--- src/sv/peak_half_width_finder_assert.svh ---
// ----------------------------------------------------------------------------
// peak half width finder assertion macros
// shared property forms, sampled on clk and disabled during reset
// ----------------------------------------------------------------------------
`ifndef PEAK_HALF_WIDTH_FINDER_ASSERT_SVH
`define PEAK_HALF_WIDTH_FINDER_ASSERT_SVH

// consequent must hold in the same cycle
`define PHWF_ASSERT_NOW(lbl, ante, cons) \
    lbl: assert property (@(posedge clk) disable iff (!rst_n) (ante) |-> (cons)) \
        else $error("phwf assertion failed");

// consequent must hold in the next cycle
`define PHWF_ASSERT_NEXT(lbl, ante, cons) \
    lbl: assert property (@(posedge clk) disable iff (!rst_n) (ante) |=> (cons)) \
        else $error("phwf assertion failed");

`endif

--- src/sv/phwf_pkg.sv ---
// ----------------------------------------------------------------------------
// phwf_pkg
// shared constants, codes and controller/datapath interface types
// ----------------------------------------------------------------------------
`timescale 1ns / 1ps
`default_nettype none

package phwf_pkg;

    localparam int MAX_POINTS_DEF = 1024;

    localparam int X_W = 32;
    localparam int Y_W = 24;

    // function codes of an input item
    localparam logic [1:0] FUNC_CLEAR   = 2'd0;
    localparam logic [1:0] FUNC_APPEND  = 2'd1;
    localparam logic [1:0] FUNC_MEASURE = 2'd2;

    // interpolation operand widths
    localparam int A_W    = 26;             // |H - 2*ya|
    localparam int B_W    = 32;             // |xb - xa|
    localparam int D_W    = 26;             // |2*(yb - ya)|
    localparam int PROD_W = A_W + B_W;      // product and quotient
    localparam int STEP_W = 6;

    localparam int MUL_STEPS = A_W;
    localparam int DIV_STEPS = PROD_W;

    typedef struct packed {
        logic clear;
        logic append;
        logic measure_load;
        logic idx_last;
        logic idx_first;
        logic idx_dec;
        logic idx_inc;
        logic prev_load;
        logic side_right;
        logic opnd_load;
        logic calc_start;
        logic store_side;
        logic out_load;
    } cmd_t;

    typedef struct packed {
        logic few;
        logic at_first;
        logic at_last;
        logic hit;
        logic calc_done;
        logic out_free;
    } stat_t;

endpackage

`default_nettype wire

--- src/sv/phwf_ctrl.sv ---
// ----------------------------------------------------------------------------
// phwf_ctrl
// sequencer: item decode, left and right scans, interpolation and result hand-off
// ----------------------------------------------------------------------------
`timescale 1ns / 1ps
`default_nettype none

module phwf_ctrl (
    input  wire logic            clk,
    input  wire logic            rst_n,
    input  wire logic            in_valid,
    input  wire logic [1:0]      func,
    output logic                 in_stall,
    input  wire phwf_pkg::stat_t stat,
    output phwf_pkg::cmd_t       cmd
);

    localparam logic [3:0] S_IDLE      = 4'd0;
    localparam logic [3:0] S_L_PRIME   = 4'd1;
    localparam logic [3:0] S_L_SCAN    = 4'd2;
    localparam logic [3:0] S_R_PRIME   = 4'd3;
    localparam logic [3:0] S_R_SCAN    = 4'd4;
    localparam logic [3:0] S_CALC_GO   = 4'd5;
    localparam logic [3:0] S_CALC_WAIT = 4'd6;
    localparam logic [3:0] S_DONE      = 4'd7;

    logic [3:0] state_reg, state_next;
    logic       side_reg, side_next;

    always_comb
    begin
        state_next = state_reg;
        side_next  = side_reg;
        cmd        = '0;
        unique case (state_reg)
            S_IDLE:
            begin
                if (in_valid)
                begin
                    unique case (func)
                        phwf_pkg::FUNC_CLEAR:
                        begin
                            cmd.clear = 1'b1;
                        end
                        phwf_pkg::FUNC_APPEND:
                        begin
                            cmd.append = 1'b1;
                        end
                        phwf_pkg::FUNC_MEASURE:
                        begin
                            cmd.measure_load = 1'b1;
                            cmd.idx_last     = 1'b1;
                            state_next       = stat.few ? S_DONE : S_L_PRIME;
                        end
                        default:
                        begin
                        end
                    endcase
                end
            end
            S_L_PRIME:
            begin
                cmd.prev_load = 1'b1;
                cmd.idx_dec   = 1'b1;
                state_next    = S_L_SCAN;
            end
            S_L_SCAN:
            begin
                if (stat.hit)
                begin
                    cmd.opnd_load = 1'b1;
                    side_next     = 1'b0;
                    state_next    = S_CALC_GO;
                end
                else if (stat.at_first)
                begin
                    cmd.idx_first = 1'b1;
                    state_next    = S_R_PRIME;
                end
                else
                begin
                    cmd.prev_load = 1'b1;
                    cmd.idx_dec   = 1'b1;
                end
            end
            S_R_PRIME:
            begin
                cmd.prev_load = 1'b1;
                cmd.idx_inc   = 1'b1;
                state_next    = S_R_SCAN;
            end
            S_R_SCAN:
            begin
                cmd.side_right = 1'b1;
                if (stat.hit)
                begin
                    cmd.opnd_load = 1'b1;
                    side_next     = 1'b1;
                    state_next    = S_CALC_GO;
                end
                else if (stat.at_last)
                begin
                    state_next = S_DONE;
                end
                else
                begin
                    cmd.prev_load = 1'b1;
                    cmd.idx_inc   = 1'b1;
                end
            end
            S_CALC_GO:
            begin
                cmd.calc_start = 1'b1;
                state_next     = S_CALC_WAIT;
            end
            S_CALC_WAIT:
            begin
                cmd.side_right = side_reg;
                if (stat.calc_done)
                begin
                    cmd.store_side = 1'b1;
                    if (side_reg)
                    begin
                        state_next = S_DONE;
                    end
                    else
                    begin
                        cmd.idx_first = 1'b1;
                        state_next    = S_R_PRIME;
                    end
                end
            end
            S_DONE:
            begin
                if (stat.out_free)
                begin
                    cmd.out_load = 1'b1;
                    state_next   = S_IDLE;
                end
            end
            default:
            begin
                state_next = S_IDLE;
            end
        endcase
    end

    always_ff @(posedge clk or negedge rst_n)
    begin
        if (!rst_n)
        begin
            state_reg <= S_IDLE;
            side_reg  <= 1'b0;
        end
        else
        begin
            state_reg <= state_next;
            side_reg  <= side_next;
        end
    end

    assign in_stall = state_reg != S_IDLE;

endmodule

`default_nettype wire

--- config.mk ---
export PLATFORM = sky130hd
export DESIGN_NAME = phwf_ctrl
export DESIGN_NICKNAME = d
export VERILOG_FILES = /design/src/sv/peak_half_width_finder_assert.svh /design/src/sv/phwf_pkg.sv /design/src/sv/phwf_ctrl.sv
export SDC_FILE = /design/constraint.sdc
export NUM_CORES = 1
export LEC_CHECK = 0
export BUFFER_PORTS_ARGS = -buffer_cell sky130_fd_sc_hd__buf_2
export CORE_MARGIN = 3
export CORE_UTILIZATION = 30
export CTS_CLUSTER_SIZE = 8
export DETAILED_ROUTE_END_ITERATION = 7
export PLACE_DENSITY = 0.59
export SLEW_MARGIN = 20
export SYNTH_ARGS = -nofsm -noshare
export SYNTH_HDL_FRONTEND = slang
export SYNTH_SLANG_ARGS = --single-unit
export TNS_END_PERCENT = 30
--- constraint.sdc ---
create_clock -name clk -period 2.03 [get_ports clk]
set_input_delay 0.406 -clock clk [delete_from_list [all_inputs] [get_ports clk]]
set_output_delay 0.406 -clock clk [all_outputs]
set_load 0.1 [all_outputs]
# Yosys cells after proc, flatten, opt, wreduce, memory -nomap -nowiden
# Index checks and enable logic that the tools add are counted.
[classes]
eq_ne = 17
muxes = 39
n_reduce_logical = 8
[op_table]
columns = ["cell", "n"]
rows = [
  ["$mux W4", 10],
  ["$pmux W4 S8", 1],
  ["$eq A4 B3 Y1 const B", 4],
  ["$mux W1", 16],
  ["$ne A2 B2 Y1 const B", 5],
  ["$pmux W1 S2", 5],
  ["$eq A4 B2 Y1 const B", 2],
  ["$mux W2", 4],
  ["$mux W3", 2],
  ["$ne A3 B3 Y1 const B", 2],
  ["$reduce_and A6 Y1", 1],
  ["$eq A4 B1 Y1 const B", 1],
  ["$logic_not A4 Y1", 1],
  ["$reduce_bool A4 Y1", 1],
  ["$reduce_or A2 Y1", 2],
  ["$pmux W1 S3", 1],
  ["$reduce_and A3 Y1", 1],
  ["$eq A2 B1 Y1 const B", 1],
  ["$eq A2 B2 Y1 const B", 1],
  ["$logic_not A2 Y1", 1],
  ["$ne A2 B1 Y1 const B", 1],
  ["$reduce_bool A2 Y1", 1],
]
[totals]
register_bits = 5
output_inout_bits = 14
elab_cells = 66

# Depth between registers and ports, before layout
# Gate-level depths: netlist of run 1.
[depth]
depth_word = 4
depth_mapped = 5
ltp_nobuf = 4

# Worst setup path before layout of run 1
# No wires, ideal clock.
[synth_path]
path_kind = "register -> output"
start = "reg state_reg[0]"
end = "out cmd[5] (netlist name)"
arrival_time_ns = 3.103
t_required_ns = 1.624
slack_ns = -1.479
stages_incl_launch_ff = 5
cell_sequence = "dfrtp_1 buf_2 or3_1 a21oi_1 or2_2"
[synth_lines]
columns = ["element", "line", "rtl"]
rows = [
  ["start: declaration", "phwf_ctrl.sv:27", "logic [3:0] state_reg, state_next;"],
  ["start signal: assignment", "phwf_ctrl.sv:157", "state_reg <= state_next;"],
  ["end: declaration", "phwf_ctrl.sv:15", "output phwf_pkg::cmd_t cmd"],
]

==> out/summary.txt, run 1 <==
Status: complete, no violations
Initial antenna violation count: 0
RSZ-0062 raised after global routing: false
Max Freq: 512 MHz
Synth Warn #: 0
Worst setup path class: reg -> out
Post-synth cell types: 24
Die height: 43.2 µm
Min Hold Slack: 0.494 ns
Ant. Diodes: 0
RR Startpoint: state_reg[1]
Finished Cell Area: 868 µm²
Register area share after synthesis: 24.2%
Port Buf Inserts: 24
Crit. Startpoint: state_reg[0]
Site Rows: 12
Critical Path AT: 1.55 ns
RePlAce Congestion: 0.820
Layout cell share with drive strength beyond 1: 59.6%
Worst setup SP type: register
Nets: 102
H-tree depth: 1
Initial DRC count: 7
DRC viols: 0
Clock Pin Slew Worst Setup and Hold Paths: 0.04 ns
Ys flop type: dfrtp_1
Num CTS Buffers: 3
Final Cycle Share: 96.2%
DR vias: 529
GRT overflow: 0
Root Buffer: clkbuf_4
Vias/cell: 5.14
Largest net degree at the start of global routing: 11
Slew HR: 67.9%
Hold crit path type: in -> reg
Routed WL: 1350 µm
Hold Crit Start: stat[5]
Die area: 1860 µm²
Fin. max-slew vios: 0
Placed Area: 767 µm²
Synth-to-Final Area Change: 110%
DIE WIDTH: 43.2 µm
Data required time of the worst path: 1.62 ns
Avg Cell Area, Syn: 7.27 µm²
Clock skew: 0.00373 ns
Max FFs per register: 3
Initial Util: 34.5%
# IOs: 25
Post-synth design cell area: 414 µm²
Final hold vios: 0
Min Clock Period, post-route: 1.95 ns
CP Capture Type: primary output
Wire length per cell: 13.1 µm
CTS tree: built
Pre-Repair DR Iteration Count: 2
Vias in the first global route: 477
Hpwl dp: 993 µm
Post-synth EDFFs: 0
Sink Count: 4
Share of flip-flops with an asynchronous set or reset: 100%
Syn Inst Count: 57
First-pass GRT wire length: 2040 µm
Synthesized flop and latch total: 4
Crit-path max FO: 7
Clk_lat worst skew: 0.23 ns
Overall routing resource usage: 14.3%
CTS Buffer Depth: 2
Syn Nets: 68
Core area: 1200 µm²
Post-route ant nets: 0
Setup Viol. Count Final: 0
Number of max-cap violations: 0
Slew @ Worst Pin: 0.485 ns
==> cell usage after synthesis (2+ instances only) <==
library cell,count,share of area [%]
a21oi_1,4,4.8
a221oi_1,2,4.2
a22o_1,2,4.2
buf_2,2,2.4
dfrtp_1,4,24
inv_1,3,2.7
nand2_1,4,3.6
nand2b_1,6,9.1
nand3b_1,2,3.6
nor2_1,8,7.3
nor2b_1,3,4.5
nor3_1,2,2.4
nor3b_1,2,3.6
o21ai_0,2,2.4
or3_1,2,3.0
==> cells by family after synthesis <==
kind of cell	share of synthesized area [%]
AOI/OAI and AO/OA	22.1
and+or+nand+nor	38.7
DFF	24.2
xor gates and xnor gates	2.12
buffers and inverters	7.85
muxes	5.14
==> worst max-delay path: stages (launching register included) <==
cell     delay, ns
dfrtp_2       0.46
or3_4         0.42
a21oi_4       0.13
or2_4         0.14
buf_12        0.16
==> cell usage in the layout (no fill, tap or decap), types with 2 or more instances in the layout <==
master	Yosys	final
buf_2	2	13
nor2_1	8	7
inv_1	3	2
nand2b_4	0	2
nand2_1	4	4
a21oi_2	0	2
dfrtp_2	0	3
nand2b_1	6	4
o21ai_0	2	2
nand3b_1	2	2
buf_12	0	10
a221oi_1	2	2
clkbuf_4	0	4
buf_4	1	7
nor2b_1	3	2
==> worst paths after layout <==
path | cells after the start | to | slack, ns
worst max-delay path | 4 | cmd[5] | 0.08
worst min-delay path | 3 | state_reg[2] | 0.49
worst max register to register | 5 | state_reg[1] | 0.27
worst min register to register | 1 | side_reg | 0.51
max in group asynchronous | 2 | state_reg[1] | 1.39
min in group asynchronous | 2 | state_reg[0] | 0.51
==> metal layers <==
metal,global-route usage (%),wire (µm),vias to the layer above,share of wire [%]
li1,-,-,267,-
met1,19.6,595,249,44
met2,20.6,689,13,51
met3,2.97,65,0,4.8
met4,7.23,0,0,0
met5,0,0,-,0
==> final cells by class <==
cell class	instances	area [µm²]
clock buffers	3	22.5
fillers	99	333
inverters	3	15.0
multi-input cells	46	363
flip-flops and latches	4	104
well taps	14	17.5
repair buffers	33	347
==> metrics by stage <==
stage          worst slack [ns]  utilization (%)  TNS [ns]  instances
3_5_place_dp             0.0942             63.9         0         95
5_1_grt                 0.00840             72.3         0        103
2_1_floorplan            -0.532                -     -3.10         57
4_1_cts                 -0.0100             67.2   -0.0100         99
6_report                 0.0773             72.3         0        103
3_3_place_gp              0.102             63.9         0         95
==> repair_timing <==
item	CTS	global route
hold buffers	1	0
endpoints found under the setup margin	2	4
pin swaps	0	3
endpoints found under the hold margin	4	0
buffers inserted	0	4
resized for setup	3	7
Power of run 1 is left out: the tool's default activity adds up to more than one toggle a clock period on the data nets, which glitch-free logic cannot reach.
==> run 2: changes to the inputs <==
--- a/config.mk
+++ b/config.mk
@@ -10,6 +10,7 @@
 export CORE_UTILIZATION = 30
 export CTS_CLUSTER_SIZE = 8
 export DETAILED_ROUTE_END_ITERATION = 7
+export GPL_TIMING_DRIVEN = 0
 export PLACE_DENSITY = 0.59
 export SLEW_MARGIN = 20
 export SYNTH_ARGS = -nofsm -noshare
==> constraint.sdc (replaced) <==
create_clock -name clk -period 1.9 [get_ports clk]
set_input_delay 0.38 -clock clk [delete_from_list [all_inputs] [get_ports clk]]
set_output_delay 0.38 -clock clk [all_outputs]
set_load 0.1 [all_outputs]
==> out/summary.txt, run 2 (same netlist as run 1, synthesis figures left out) <==
Status: complete, but fails checks (was complete, no violations)
Failing checks: setup timing
Worst setup SP type: register (unchanged)
Hpwl dp: 939 µm (was 993 µm)
Grt met1 use: 19.9% (was 19.6%)
Root Buffer: clkbuf_4 (unchanged)
GRT overflow: 0 (unchanged)
Setup Viol. Count Final: 5 (was 0)
Finished Cell Area: 901 µm² (was 868 µm²)
Num CTS Buffers: 3 (unchanged)
H-tree depth: 1 (unchanged)
Site Rows: 12 (unchanged)
Clock skew: 0.00763 ns (was 0.00373 ns)
First-pass GRT wire length: 2330 µm (was 2040 µm)
Synth-to-Final Area Change: 118% (was 110%)
Seq. cell area: 104 µm² (unchanged)
RePlAce Congestion: 0.816 (was 0.820)
Die area: 1860 µm² (unchanged)
# IOs: 25 (unchanged)
CTS tree: built (unchanged)
Data required time of the worst path: 1.52 ns (was 1.62 ns)
Sink Count: 4 (unchanged)
RSZ-0062 raised after global routing: true (was false)
Max FFs per register: 3 (unchanged)
Crit-path max cell delay: 0.44 ns (was 0.46 ns)
Met2 usage: 28.9% (was 20.6%)
Fin. max-slew vios: 0 (unchanged)
DR vias: 586 (was 529)
CP Capture Type: primary output (unchanged)
Flop2flop setup slack: 0.20 ns (was 0.27 ns)
Placed Area: 634 µm² (was 767 µm²)
Final Cycle Share: 104%
Slew @ Worst Pin: 0.483 ns (was 0.485 ns)
Most common library cell in the layout ignoring fill and taps: buf_4 (was buf_2)
Min Clock Period, post-route: 1.99 ns
Slowest cell on crit path: dfrtp_2 (unchanged)
Filler instances: 91 (was 99)
Met3 Track Usage GR: 5.08% (was 2.97%)
Clk_lat worst skew: 0.24 ns (was 0.23 ns)
DIE WIDTH: 43.2 µm (unchanged)
Port Buf Inserts: 24 (unchanged)
DRC viols: 0 (unchanged)
Core area: 1200 µm² (unchanged)
Initial antenna violation count: 0 (unchanged)
Layer carrying the most global-route usage: met2 (unchanged)
CTS Buffer Depth: 2 (unchanged)
Ant. Diodes: 0 (unchanged)
Clock Pin Slew Worst Setup and Hold Paths: 0.04 ns (about the same)
Vias in the first global route: 528 (was 477)
Wire length per cell: 14.6 µm (was 13.1 µm)
Critical Path AT: 1.61 ns (was 1.55 ns)
Crit-path max FO: 5 (was 7)
Post-route ant nets: 0 (unchanged)
Final hold vios: 0 (unchanged)
Pre-Repair DR Iteration Count: 4 (was 2)
Largest net degree at the start of global routing: 11 (unchanged)
Area of the multi-input gates: 373 µm² (was 363 µm²)
Initial DRC count: 14 (was 7)
Layout cell share with drive strength beyond 1: 64.6% (was 59.6%)
Number of max-cap violations: 0 (unchanged)
Worst-path cell chain: buf_6, buf_4, a22o_2, or2_4, buf_12 (was or3_4, a21oi_4, or2_4, buf_12)
Vias/cell: 5.33 (was 5.14)
Fin worst setup slack: -0.0851 ns (was 0.0773 ns)
Hold crit path type: in -> async (was in -> reg)
Die height: 43.2 µm (unchanged)
Routed WL: 1600 µm (was 1350 µm)
Initial Util: 34.5% (unchanged)
Max Freq: 504 MHz
Nets: 109 (was 102)
Slew HR: 68.0% (was 67.9%)
Overall routing resource usage: 16.5% (was 14.3%)
Worst setup path class: reg -> out (unchanged)
Most frequent cells in the layout: 13 x buf_4, 11 x buf_2, 7 x clkbuf_4 (was 13 x buf_2, 10 x buf_12, 7 x nor2_1, 7 x buf_4)
==> run 2: cell types whose count changed in the layout (fill, tap and decap cells not counted), moves of 2 or more <==
cell      previous run  this run
buf_12              10         6
buf_2               13        11
buf_4                7        13
buf_6                1         5
clkbuf_4             4         7
nor2b_4              0         2
==> run 2: final timing paths <==
path | from | to | cells past startpoint
setup / recovery | state_reg[0] | cmd[5] | 5
hold / removal | rst_n | state_reg[2] | 2
setup reg to reg | state_reg[1] | state_reg[1] | 5
hold reg to reg | side_reg | side_reg | 1
max in group asynchronous | rst_n | state_reg[1] | 2
min in group clk | side_reg | side_reg | 1
==> run 2: layer usage <==
layer	wire (µm)	vias to the layer above
li1	-	286
met1	673	281
met2	853	19
met3	74	0
met4	0	0
met5	0	-
==> run 2: stage by stage <==
stage,hold slack (ns),worst slack [ns],setup TNS [ns],utilization (%),cells
global route,0.484,-0.136,-0.526,75.0,110
global placement,0.187,-0.229,-0.438,52.8,95
finish,0.477,-0.0851,-0.140,75.0,110
floorplan,0.0844,-0.581,-3.76,-,57
detailed placement,0.187,-0.218,-0.380,52.8,95
CTS,0.474,-0.0989,-0.214,69.3,107
==> run 2: what timing repair did <==
action                                  CTS  global route
setup buffers                             8             3
hold endpoints to repair                  4             0
hold buffers                              1             0
endpoints found under the setup margin   13            13
resized for setup                        30            14
pin swaps                                 3             4
==> run 2: worst max-delay path: cells and delay by family, from the launching register on <==
family / cells / cell delay (ns)
buffers and inverters: 3 / 0.43
and+or+nand+nor: 1 / 0.24
AOI/OAI and AO/OA: 1 / 0.25
DFF: 1 / 0.44
==> run 2: area by class of cell <==
type,count,area share (%)
plain buffers,4,5.56
clock buffers,3,2.50
inverters,3,1.67
multi-input cells,46,41.4
flip-flops and latches,4,11.5
well taps,14,1.94
repair buffers,36,35.4
Power of run 2 is left out for the same reason.
